--- src/sv/skf_pkg.sv ---
// shared types and constants for the scalar kalman height filter
// used by the interfaces, the controller, the datapath and the top level
`default_nettype none
package skf_pkg;

  localparam int HIST_DEPTH = 10;
  localparam int H_W        = 24;
  localparam int SPEED_W    = 25;
  localparam int VAR_W      = 32;
  localparam int GAIN_BITS  = 17;
  localparam int DIV_CNT_W  = $clog2(GAIN_BITS);
  localparam int CFG_IDX_W  = 1;

  localparam logic [GAIN_BITS-1:0] G_ONE     = 17'h10000;
  localparam logic [VAR_W-1:0]     P_RESET   = 32'h0001_0000;
  localparam logic [VAR_W-1:0]     Q_RESET   = 32'd655;
  localparam logic [VAR_W-1:0]     R_RESET   = 32'h0001_0000;
  localparam logic [DIV_CNT_W-1:0] DIV_FIRST = 5'(GAIN_BITS - 1);

  localparam logic OP_TICK   = 1'b0;
  localparam logic OP_SAMPLE = 1'b1;

  localparam logic [CFG_IDX_W-1:0] CFG_PROC_VAR = 1'b0;
  localparam logic [CFG_IDX_W-1:0] CFG_MEAS_VAR = 1'b1;

  typedef enum logic [2:0] {
    S_IDLE,
    S_PC,
    S_DINIT,
    S_DIV,
    S_MUL,
    S_FIN,
    S_OUT
  } state_t;

  typedef struct packed {
    logic capture_h;
    logic load_pc;
    logic div_init;
    logic div_step;
    logic div_first;
    logic mul;
    logic commit;
    logic out_load;
    logic out_skip;
  } cmd_t;

endpackage
`default_nettype wire

--- src/sv/skf_if.sv ---
// request channels of the kalman height filter
// depends on skf_pkg for field widths
`default_nettype none
interface skf_in_if;
  logic                              valid;
  logic                              ready;
  logic                              op;
  logic signed [skf_pkg::H_W-1:0]    height_sample;

  modport source (output valid, output op, output height_sample, input ready);
  modport sink   (input valid, input op, input height_sample, output ready);
endinterface

interface skf_out_if;
  logic                              valid;
  logic                              ready;
  logic                              skipped;
  logic signed [skf_pkg::H_W-1:0]    filtered_height;
  logic signed [skf_pkg::SPEED_W-1:0] vertical_speed;

  modport source (output valid, output skipped, output filtered_height,
                  output vertical_speed, input ready);
  modport sink   (input valid, input skipped, input filtered_height,
                  input vertical_speed, output ready);
endinterface
`default_nettype wire

--- src/sv/skf_ctrl.sv ---
// controller state machine: tick gating, update sequencing, output valid
// depends on skf_pkg
`default_nettype none
module skf_ctrl (
  input  wire logic          clk,
  input  wire logic          rst_n,
  input  wire logic          in_valid,
  input  wire logic          in_op,
  output logic               in_ready,
  output logic               out_valid,
  input  wire logic          out_ready,
  output skf_pkg::cmd_t      cmd
);
  import skf_pkg::*;

  state_t                state_r, state_nxt;
  logic                  tick_r, tick_nxt;
  logic                  ovalid_r, ovalid_nxt;
  logic [DIV_CNT_W-1:0]  cnt_r, cnt_nxt;
  logic                  accept;

  assign out_valid = ovalid_r;
  assign accept    = in_valid && in_ready;

  always_ff @(posedge clk) begin
    if (!rst_n) begin
      state_r  <= S_IDLE;
      tick_r   <= 1'b0;
      ovalid_r <= 1'b0;
      cnt_r    <= '0;
    end else begin
      state_r  <= state_nxt;
      tick_r   <= tick_nxt;
      ovalid_r <= ovalid_nxt;
      cnt_r    <= cnt_nxt;
    end
  end

  always_comb begin
    state_nxt  = state_r;
    tick_nxt   = tick_r;
    cnt_nxt    = cnt_r;
    ovalid_nxt = ovalid_r && !out_ready;
    in_ready   = 1'b0;
    cmd        = '0;
    case (state_r)
      S_IDLE: begin
        in_ready = !ovalid_r || out_ready;
        if (accept) begin
          if (in_op == OP_TICK) begin
            tick_nxt = 1'b0;
          end else if (tick_r) begin
            cmd.out_load = 1'b1;
            cmd.out_skip = 1'b1;
            ovalid_nxt   = 1'b1;
          end else begin
            tick_nxt      = 1'b1;
            cmd.capture_h = 1'b1;
            state_nxt     = S_PC;
          end
        end
      end
      S_PC: begin
        cmd.load_pc = 1'b1;
        state_nxt   = S_DINIT;
      end
      S_DINIT: begin
        cmd.div_init = 1'b1;
        cnt_nxt      = DIV_FIRST;
        state_nxt    = S_DIV;
      end
      S_DIV: begin
        cmd.div_step  = 1'b1;
        cmd.div_first = (cnt_r == DIV_FIRST);
        cnt_nxt       = cnt_r - 1'b1;
        if (cnt_r == '0) begin
          state_nxt = S_MUL;
        end
      end
      S_MUL: begin
        cmd.mul   = 1'b1;
        state_nxt = S_FIN;
      end
      S_FIN: begin
        cmd.commit = 1'b1;
        state_nxt  = S_OUT;
      end
      S_OUT: begin
        cmd.out_load = 1'b1;
        ovalid_nxt   = 1'b1;
        state_nxt    = S_IDLE;
      end
      default: begin
        state_nxt = S_IDLE;
      end
    endcase
  end

endmodule
`default_nettype wire

--- src/sv/skf_dp.sv ---
// datapath: variances, covariance, serial gain divider, multipliers,
// estimate, history window and result register; depends on skf_pkg
`default_nettype none
module skf_dp (
  input  wire logic                           clk,
  input  wire logic                           rst_n,
  input  wire skf_pkg::cmd_t                  cmd,
  input  wire logic                           cfg_we,
  input  wire logic [skf_pkg::CFG_IDX_W-1:0]  cfg_idx,
  input  wire logic [skf_pkg::VAR_W-1:0]      cfg_wdata,
  input  wire logic signed [skf_pkg::H_W-1:0] h_in,
  output logic                                skipped,
  output logic signed [skf_pkg::H_W-1:0]      filtered_height,
  output logic signed [skf_pkg::SPEED_W-1:0]  vertical_speed
);
  import skf_pkg::*;

  localparam logic signed [H_W+3:0] EST_MAX = 28'sd8388607;
  localparam logic signed [H_W+3:0] EST_MIN = -28'sd8388608;

  logic [VAR_W-1:0]            qvar_r, rvar_r, p_r, pc_r;
  logic [VAR_W:0]              den_r, rem_r;
  logic                        den_zero_r;
  logic [GAIN_BITS-1:0]        q_r;
  logic signed [H_W-1:0]       h_r, est_r;
  logic signed [H_W-1:0]       hist_r [HIST_DEPTH];
  logic [48:0]                 pmul_r;
  logic signed [42:0]          emul_r;
  logic                        skip_r;
  logic signed [H_W-1:0]       fh_r;
  logic signed [SPEED_W-1:0]   vs_r;

  logic [VAR_W:0]              pc_sum, den_sum;
  logic [VAR_W-1:0]            pc_sat;
  logic [VAR_W+1:0]            rem_sh, rem_sub;
  logic                        ge;
  logic [GAIN_BITS-1:0]        g, g_comp;
  logic signed [GAIN_BITS:0]   g_s;
  logic signed [H_W:0]         diff;
  logic signed [42:0]          rnd;
  logic signed [H_W+3:0]       est_sum;
  logic signed [H_W-1:0]       est_new;

  assign pc_sum  = {1'b0, p_r} + {1'b0, qvar_r};
  assign pc_sat  = pc_sum[VAR_W] ? '1 : pc_sum[VAR_W-1:0];
  assign den_sum = {1'b0, pc_r} + {1'b0, rvar_r};

  assign rem_sh  = {rem_r, (cmd.div_first ? pc_r[0] : 1'b0)};
  assign rem_sub = rem_sh - {1'b0, den_r};
  assign ge      = (rem_sh >= {1'b0, den_r});

  assign g       = den_zero_r ? G_ONE : q_r;
  assign g_comp  = G_ONE - g;
  assign g_s     = $signed({1'b0, g});
  assign diff    = {h_r[H_W-1], h_r} - {est_r[H_W-1], est_r};

  assign rnd     = emul_r + 43'sd32768;
  assign est_sum = {{4{est_r[H_W-1]}}, est_r} + {rnd[42], rnd[42:16]};

  always_comb begin
    if (est_sum > EST_MAX) begin
      est_new = EST_MAX[H_W-1:0];
    end else if (est_sum < EST_MIN) begin
      est_new = EST_MIN[H_W-1:0];
    end else begin
      est_new = est_sum[H_W-1:0];
    end
  end

  always_ff @(posedge clk) begin
    if (!rst_n) begin
      qvar_r <= Q_RESET;
      rvar_r <= R_RESET;
      p_r    <= P_RESET;
      est_r  <= '0;
      for (int i = 0; i < HIST_DEPTH; i++) begin
        hist_r[i] <= '0;
      end
    end else begin
      if (cfg_we && cfg_idx == CFG_PROC_VAR) begin
        qvar_r <= cfg_wdata;
      end
      if (cfg_we && cfg_idx == CFG_MEAS_VAR) begin
        rvar_r <= cfg_wdata;
      end
      if (cmd.commit) begin
        p_r   <= pmul_r[47:16];
        est_r <= est_new;
        for (int i = 0; i < HIST_DEPTH - 1; i++) begin
          hist_r[i] <= hist_r[i+1];
        end
        hist_r[HIST_DEPTH-1] <= est_new;
      end
    end
  end

  always_ff @(posedge clk) begin
    if (cmd.capture_h) begin
      h_r <= h_in;
    end
    if (cmd.load_pc) begin
      pc_r <= pc_sat;
    end
    if (cmd.div_init) begin
      den_r      <= den_sum;
      den_zero_r <= (den_sum == '0);
      rem_r      <= {2'b00, pc_r[VAR_W-1:1]};
      q_r        <= '0;
    end
    if (cmd.div_step) begin
      rem_r <= ge ? rem_sub[VAR_W:0] : rem_sh[VAR_W:0];
      q_r   <= {q_r[GAIN_BITS-2:0], ge};
    end
    if (cmd.mul) begin
      pmul_r <= {32'd0, g_comp} * {17'd0, pc_r};
      emul_r <= g_s * diff;
    end
    if (cmd.out_load) begin
      skip_r <= cmd.out_skip;
      fh_r   <= est_r;
      vs_r   <= {hist_r[HIST_DEPTH-1][H_W-1], hist_r[HIST_DEPTH-1]}
              - {hist_r[0][H_W-1], hist_r[0]};
    end
  end

  assign skipped         = skip_r;
  assign filtered_height = fh_r;
  assign vertical_speed  = vs_r;

endmodule
`default_nettype wire

--- src/sv/scalar_kalman_height_speed.sv ---
// scalar kalman height filter with vertical speed, one update per timer tick
// a tick gives no result; a skipped sample is shown in the cycle after accept;
// an update runs PC, DINIT, the 17-step gain divider in DIV, then MUL, FIN and OUT
// one item at a time: next request is taken once the result register is free
// synchronous active-low reset restores variances, covariance 1.0, zero estimate
// and zero history; depends on skf_pkg, skf_if, skf_ctrl and skf_dp
`default_nettype none
module scalar_kalman_height_speed (
  input  wire logic                           clk,
  input  wire logic                           rst_n,
  skf_in_if.sink                              in_ch,
  skf_out_if.source                           out_ch,
  input  wire logic                           cfg_we,
  input  wire logic [skf_pkg::CFG_IDX_W-1:0]  cfg_idx,
  input  wire logic [skf_pkg::VAR_W-1:0]      cfg_wdata
);
  import skf_pkg::*;

  cmd_t cmd;
  logic in_ready;
  logic out_valid;

  assign in_ch.ready  = in_ready;
  assign out_ch.valid = out_valid;

  skf_ctrl u_ctrl (
    .clk       (clk),
    .rst_n     (rst_n),
    .in_valid  (in_ch.valid),
    .in_op     (in_ch.op),
    .in_ready  (in_ready),
    .out_valid (out_valid),
    .out_ready (out_ch.ready),
    .cmd       (cmd)
  );

  skf_dp u_dp (
    .clk             (clk),
    .rst_n           (rst_n),
    .cmd             (cmd),
    .cfg_we          (cfg_we),
    .cfg_idx         (cfg_idx),
    .cfg_wdata       (cfg_wdata),
    .h_in            (in_ch.height_sample),
    .skipped         (out_ch.skipped),
    .filtered_height (out_ch.filtered_height),
    .vertical_speed  (out_ch.vertical_speed)
  );

endmodule
`default_nettype wire
--- src/flat_wrapper.sv ---
// flat-port wrapper written by rule: the top's interface ports become plain ports
module scalar_kalman_height_speed_flat import skf_pkg::*;
  (clk, rst_n, cfg_we, cfg_idx, cfg_wdata, in_ch_valid, in_ch_op, in_ch_height_sample, in_ch_ready, out_ch_valid, out_ch_skipped, out_ch_filtered_height, out_ch_vertical_speed, out_ch_ready);
  skf_in_if in_ch_i ();
  skf_out_if out_ch_i ();
  input  wire logic clk;
  input  wire logic rst_n;
  input  wire logic cfg_we;
  input  wire logic [skf_pkg::CFG_IDX_W-1:0] cfg_idx;
  input  wire logic [skf_pkg::VAR_W-1:0] cfg_wdata;
  input wire logic [$bits(in_ch_i.valid)-1:0] in_ch_valid;
  input wire logic [$bits(in_ch_i.op)-1:0] in_ch_op;
  input wire logic [$bits(in_ch_i.height_sample)-1:0] in_ch_height_sample;
  output wire logic [$bits(in_ch_i.ready)-1:0] in_ch_ready;
  output wire logic [$bits(out_ch_i.valid)-1:0] out_ch_valid;
  output wire logic [$bits(out_ch_i.skipped)-1:0] out_ch_skipped;
  output wire logic [$bits(out_ch_i.filtered_height)-1:0] out_ch_filtered_height;
  output wire logic [$bits(out_ch_i.vertical_speed)-1:0] out_ch_vertical_speed;
  input wire logic [$bits(out_ch_i.ready)-1:0] out_ch_ready;
  assign in_ch_i.valid = in_ch_valid;
  assign in_ch_i.op = in_ch_op;
  assign in_ch_i.height_sample = in_ch_height_sample;
  assign in_ch_ready = in_ch_i.ready;
  assign out_ch_valid = out_ch_i.valid;
  assign out_ch_skipped = out_ch_i.skipped;
  assign out_ch_filtered_height = out_ch_i.filtered_height;
  assign out_ch_vertical_speed = out_ch_i.vertical_speed;
  assign out_ch_i.ready = out_ch_ready;
  scalar_kalman_height_speed u_core (.clk(clk), .rst_n(rst_n), .in_ch(in_ch_i), .out_ch(out_ch_i), .cfg_we(cfg_we), .cfg_idx(cfg_idx), .cfg_wdata(cfg_wdata));
endmodule
--- config.mk ---
export PLATFORM = sky130hd
export DESIGN_NAME = scalar_kalman_height_speed_flat
export DESIGN_NICKNAME = d
export VERILOG_FILES = /design/src/sv/skf_pkg.sv /design/src/sv/skf_if.sv /design/src/sv/skf_ctrl.sv /design/src/sv/skf_dp.sv /design/src/sv/scalar_kalman_height_speed.sv /design/src/flat_wrapper.sv
export SDC_FILE = /design/constraint.sdc
export NUM_CORES = 2
export LEC_CHECK = 0
export BUFFER_PORTS_ARGS = -buffer_cell sky130_fd_sc_hd__buf_2
export CAP_MARGIN = 20
export CORE_MARGIN = 5
export CORE_UTILIZATION = 50
export CTS_CLUSTER_DIAMETER = 100
export DETAILED_ROUTE_END_ITERATION = 6
export GPL_TIMING_DRIVEN = 1
export PLACE_DENSITY = 0.72
export SLEW_MARGIN = 20
export SYNTH_ARGS = -nofsm -noshare
export SYNTH_HDL_FRONTEND = slang
export SYNTH_HIERARCHICAL = 1
export SYNTH_SLANG_ARGS = --single-unit
--- constraint.sdc ---
create_clock -name clk -period 11.7 [get_ports clk]
set_clock_uncertainty 0.15 [all_clocks]
set_input_delay 0.585 -clock clk [delete_from_list [all_inputs] [get_ports clk]]
set_output_delay 0.585 -clock clk [all_outputs]
set_load 0.005 [all_outputs]
---- Word-level counts from Yosys, hierarchy flattened ----
Memory sizes are Yosys's and may differ from the RTL's.
Index checks and enable logic that the tools add are counted.
cells by class
  magnitude comparators ................... 3
  $mul .................................... 2
  reduce and logical (&&, ||, !) cells .... 15
  multiplexer cells ....................... 48
  bitwise operators ....................... 11
  eq/ne operators ......................... 11
  add/sub/neg operators ................... 9
operators by type and width
  kind                                                                                count
  24-bit 2-to-1 mux                                                                   12
  33-bit 2-to-1 mux                                                                   3
  32-bit by 32-bit adder with 33-bit output                                           2
  17-bit 2-to-1 mux                                                                   3
  24-bit by 24-bit subtractor with 25-bit output                                      2
  17-bit by 32-bit multiplier with 48-bit output                                      1
  43-bit by 17-bit adder with 43-bit output (second input constant)                   1
  18-bit by 25-bit multiplier with 43-bit output                                      1
  34-bit by 33-bit greater-or-equal comparator with 1-bit output                      1
  33-bit logical NOT                                                                  1
  33-bit subtractor                                                                   1
  24-bit by 27-bit adder with 28-bit output                                           1
  28-bit by 24-bit greater-than comparator with 1-bit output (second input constant)  1
  28-bit by 24-bit < comparator with 1-bit output (second input constant)             1
  1-bit 2-to-1 mux                                                                    18
  3-bit one-hot mux with 6 select lines                                               1
  17-bit subtractor (first input constant)                                            1
  3-bit 2-to-1 mux                                                                    4
  1-bit bitwise OR                                                                    10
  5-bit one-hot mux with 2 select lines                                               1
  3-bit == test (second input constant)                                               3
  2-bit 2-to-1 mux                                                                    4
  2-bit != test (second input constant)                                               4
  3-bit by 2-bit == test with 1-bit output (second input constant)                    2
  14 further kinds                                                                    20
word-level totals
  bits in writable memories ............... 240
  register bits after elaboration ......... 411
  memories ................................ 1
  output and inout bits ................... 52
  word-level logic and storage cells ...... 119
  bits of input ports ..................... 63
memories
  name                words  width  read ports  clocked after memory_dff  write ports  RTL line      RTL
  u_core.u_dp.hist_r  10     24     10          0                         10           skf_dp.sv:26  logic signed [H_W-1:0] hist_r [HIST_DEPTH];

---- Logic depth before layout (Yosys ltp) ----
  depth after elaboration ................. 6
  mapped depth ............................ 40
  depth with buffers taken out ............ 39

---- By module ----
Netlist, hierarchy kept.
modules (own cells, without submodules)
  module    area an instance (um2)  cells an instance  sequential area each (um2)  times used
  skf_dp    61571.6                 6369               17116.4                     1
  skf_ctrl  600.6                   75                 200.2                       1

---- Worst setup path before layout ----
OpenSTA, ideal clock, no wires.
  path type ............................... register to register
  start ................................... register u_core.u_dp.h_r[0]
  end ..................................... register u_core.u_dp.emul_r[42] (data pin)
  data arrival time ....................... 8951 ps
  library setup time ...................... 260 ps
  buffers on the path ..................... 2
  period minus slack after synthesis ...... 9361 ps
  stages on the path, launching flop included .. 38
  required time ........................... 11290 ps
  setup slack ............................. 2339 ps
  cells stage by stage .................... edfxtp_1 inv_1 ha_1 inv_1 fa_1 a21o_1 a21oi_1 o211ai_1 o211ai_1 a211oi_1 a31o_2 a21oi_1 a21oi_1 nand4_1 and2_1 clkbuf_1 clkbuf_1 nand2_1 (+2 left out) fa_1 fa_1 fa_1 fa_1 inv_1 fa_1 inv_1 ha_1 and4_1 o2111ai_1 or3_1 a2111oi_0 o21ai_0 a21boi_0 o21a_1 o41ai_1 o21ba_2 xnor2_1
on the way
  cells in the longest elaborated chain, start to end .. 2
ends and longest elaborated chain
  element                                         RTL line       RTL
  from (decl)                                     skf_dp.sv:25   logic signed [H_W-1:0] h_r, est_r;
  from (signal assigned)                          skf_dp.sv:99   h_r <= h_in;
  24-bit by 24-bit subtractor with 25-bit output  skf_dp.sv:55   assign diff = {h_r[H_W-1], h_r} - {est_r[H_W-1], est_r};
  18-bit by 25-bit multiplier with 43-bit output  skf_dp.sv:116  emul_r <= g_s * diff;
  to (signal assigned)                            skf_dp.sv:116
  to (decl)                                       skf_dp.sv:28   logic signed [42:0] emul_r;
Every way passes these cells.
A chain may end at the register's enable or synchronous reset.

---- Worst setup path in the final report ----
  start ................................... register u_core.u_dp.est_r[0]
  end ..................................... register u_core.u_dp.emul_r[29] (data pin)
on the way
  cells in the longest elaborated chain, start to end .. 2
ends and longest elaborated chain
  element                                         RTL line       RTL
  from (decl)                                     skf_dp.sv:25
  from (signal assigned)                          skf_dp.sv:88   est_r <= est_new;
  24-bit by 24-bit subtractor with 25-bit output  skf_dp.sv:55
  18-bit by 25-bit multiplier with 43-bit output  skf_dp.sv:116
Every way passes these cells.

==> flow_summary.json <==
{
  "die_h_um": 363,
  "design_area_um2": 67200,
  "arrival_ns": 10.95,
  "critPathKind": "flip-flop to flip-flop",
  "ys_seq_area_share_pct": 27.9,
  "vias_per_cell": 5.52,
  "slew_viol_final": 0,
  "min_period_ns": 10.69,
  "ctsRootBufferMaster": "clkbuf_16",
  "worst_slew_pin_slew_ns": 1.26,
  "clockBufferDepth": 3,
  "clock_tree.htree_level_count": 3,
  "antenna_found_initial": 3,
  "n_fill_cell": 10900,
  "drt_iter0_markers": 3779,
  "grt.overflow.total": 0,
  "cpMaxStageDelayCell": "a2111oi_0",
  "worst_path_most_repeated_cell": "fa_1",
  "whs_path_depth": 3,
  "final_net_count": 7779,
  "dp.cells": 7999,
  "tns_ns": 0,
  "reg2reg_depth": 33,
  "die_w_um": 363,
  "dr.pass1.iters": 6,
  "layout-drive-gt1-share_pct": 6.12,
  "syn_to_final_growth_pct": 8.13,
  "wl_per_cell_um": 19.7,
  "syn_inst": 6444,
  "synth_nets": 7766,
  "rsz0062_at_grt": "no",
  "grt_max_degree": 158,
  "netlist_area_um2": 62200,
  "portBuffers": 114,
  "grt_first_pass_wirelength_mm": 255,
  "yosys.cell_types.count": 81,
  "start_util_pct": 50.3,
  "setup.worst_path.start_class": "flip-flop",
  "clk_pin_slew_worst_paths_ns": 0.06,
  "grt_pass1_vias": 46300,
  "fmax_mhz": 93.6,
  "hp-class": "primary input to flip-flop",
  "tritoncts": "built",
  "period_share_pct": 91.3,
  "critPathRequiredTime_ns": 11.96,
  "insertion_delay_ns": 0.68,
  "yosys_warnings": 6,
  "setup_violations": 0,
  "cp_max_fo": 6,
  "vias": 45000,
  "drv_cap": 0,
  "io_pins": 115,
  "post-route-drc-count": 0,
  "place_area_um2": 64700,
  "synth_edf_count": 490,
  "end_kind": "flip-flop",
  "die_area_um2": 131000,
  "cts_resized": 0,
  "status": "finished clean",
  "hold_viol": 0,
  "core_um2": 124000,
  "gp_congestion": 0.913,
  "final_cells": 8146,
  "cts_num_sinks": 620,
  "final_antenna_net_count": 0,
  "async_flop_share_pct": 0,
  "hpwl_mm": 121,
  "grtUsageTotal_pct": 24.6,
  "ys.flop_type": "edfxtp_1",
  "slew_headroom_pct": 16.1,
  "avgSynthCellArea_um2": 9.65,
  "cts_inserted_buffers": 67,
  "wl_mm": 160,
  "max_stage_delay_ns": 0.66,
  "synth_seq_cells": 620,
  "rows": 129
}
==> Yosys cell counts, types with 40 or more instances <==
library cell,instances,area [µm²]
nor3_1,52,260
a21o_1,104,781
and2_1,179,1120
nand2b_1,50,313
xor2_1,80,701
edfxtp_1,490,14700
nand2_1,922,3460
ha_1,393,4920
and3_1,237,1480
o21ai_0,97,485
nand3_1,55,275
fa_1,866,17300
nor2_1,362,1360
clkbuf_1,287,1080
a21boi_0,70,526
dfxtp_1,130,2600
o21a_1,40,300
a21oi_1,244,1220
nor2b_1,87,544
xnor2_1,175,1530
inv_1,1179,4430
==> final cells by class <==
type	count	area (µm²)	share of cell area, %
Multi-Input combinational cell	4344	39600	58.9
Sequential cell	620	17300	25.8
Inverter	1180	4440	6.60
Tap cell	1637	2050	3.05
Clock buffer	87	1830	2.72
Timing Repair Buffer	244	1650	2.46
Clock inverter	32	369	0.549
Antenna cell	2	5.00	0.00744
==> cell usage in the layout, fill, tap and decap left out, types with 77 or more instances in the layout <==
cell | netlist | routed
fa_1 | 866 | 866
dfxtp_1 | 130 | 130
and2_1 | 179 | 179
ha_1 | 393 | 392
nand2_1 | 922 | 921
xor2_1 | 80 | 80
nor2_1 | 362 | 357
buf_2 | 3 | 113
o21ai_0 | 97 | 97
a21o_1 | 104 | 104
a21oi_1 | 244 | 244
buf_4 | 0 | 104
xnor2_1 | 175 | 157
edfxtp_1 | 490 | 490
and3_1 | 237 | 237
nor2b_1 | 87 | 77
inv_1 | 1179 | 1177
==> repair_timing <==
item | 4_1_cts | 5_1_grt
setup buffers | 0 | 0
hold buffers | 24 | 0
endpoints found under the hold margin | 24 | 0
==> worst paths after layout <==
kind                                              from                      to  slack, ns
worst min register to register  u_core/u_dp/rvar_r[25]  u_core/u_dp/rvar_r[25]       0.32
worst min-delay path                      cfg_wdata[9]   u_core/u_dp/qvar_r[9]       0.05
worst max-delay path              u_core/u_dp/est_r[0]  u_core/u_dp/emul_r[29]       1.01
worst max register to register    u_core/u_dp/est_r[0]  u_core/u_dp/emul_r[29]       1.01
==> stage by stage <==
stage	hold slack [ns]	setup slack (ns)	util, %
floorplan	0.288	2.34	-
global placement	0.311	1.18	52.3
detailed placement	0.316	1.21	52.3
CTS	0.0166	1.16	54.3
global route	0.0367	0.573	54.4
finish	0.0515	1.01	54.4
==> flip-flops by register name, indices dropped and copies added (netlist names) <==
signal	flops
u_core/u_ctrl/cnt_r	5
u_core/u_ctrl/out_valid	1
u_core/u_ctrl/state_r	3
u_core/u_ctrl/tick_r	1
u_core/u_dp/den_r	33
u_core/u_dp/den_zero_r	1
u_core/u_dp/emul_r	28
u_core/u_dp/est_r	24
u_core/u_dp/filtered_height	24
u_core/u_dp/h_r	24
u_core/u_dp/hist_r	240
u_core/u_dp/p_r	32
u_core/u_dp/pc_r	32
u_core/u_dp/pmul_r	32
u_core/u_dp/q_r	17
u_core/u_dp/qvar_r	32
u_core/u_dp/rem_r	33
u_core/u_dp/rvar_r	32
u_core/u_dp/skipped	1
u_core/u_dp/vertical_speed	25
==> logic make-up after synthesis <==
| logic type | after synthesis | share of synthesized area (%) |
|---|---|---|
| compound gates | 745 | 7.78 |
| xor+xnor | 255 | 3.59 |
| fa+ha+maj | 1259 | 35.8 |
| buf+inv | 1480 | 8.95 |
| flops | 620 | 27.9 |
| mux | 44 | 0.718 |
| simple gates | 2041 | 15.3 |
==> metal layers <==
| layer | share of wire (%) | track usage [%] | up-vias | wire, µm |
|---|---|---|---|---|
| met5 | 0 | 0 | - | 0 |
| met3 | 7.9 | 4.38 | 370 | 12700 |
| met4 | 3.7 | 8.10 | 0 | 5860 |
| li1 | - | - | 20400 | - |
| met1 | 42 | 33.3 | 22600 | 66600 |
| met2 | 47 | 40.3 | 1624 | 75200 |
==> critical path: cells and delay by family, from the launching register on <==
family          cells  cell delay, ns
fa+ha+maj           9            3.94
xor+xnor            2            0.73
compound gates     12            3.46
buf+inv             4            0.20
flops               1            0.39
simple gates        6            1.56
Power is not shown: default switching activity piles up to over one toggle a cycle in this logic, so the estimate is an artifact.
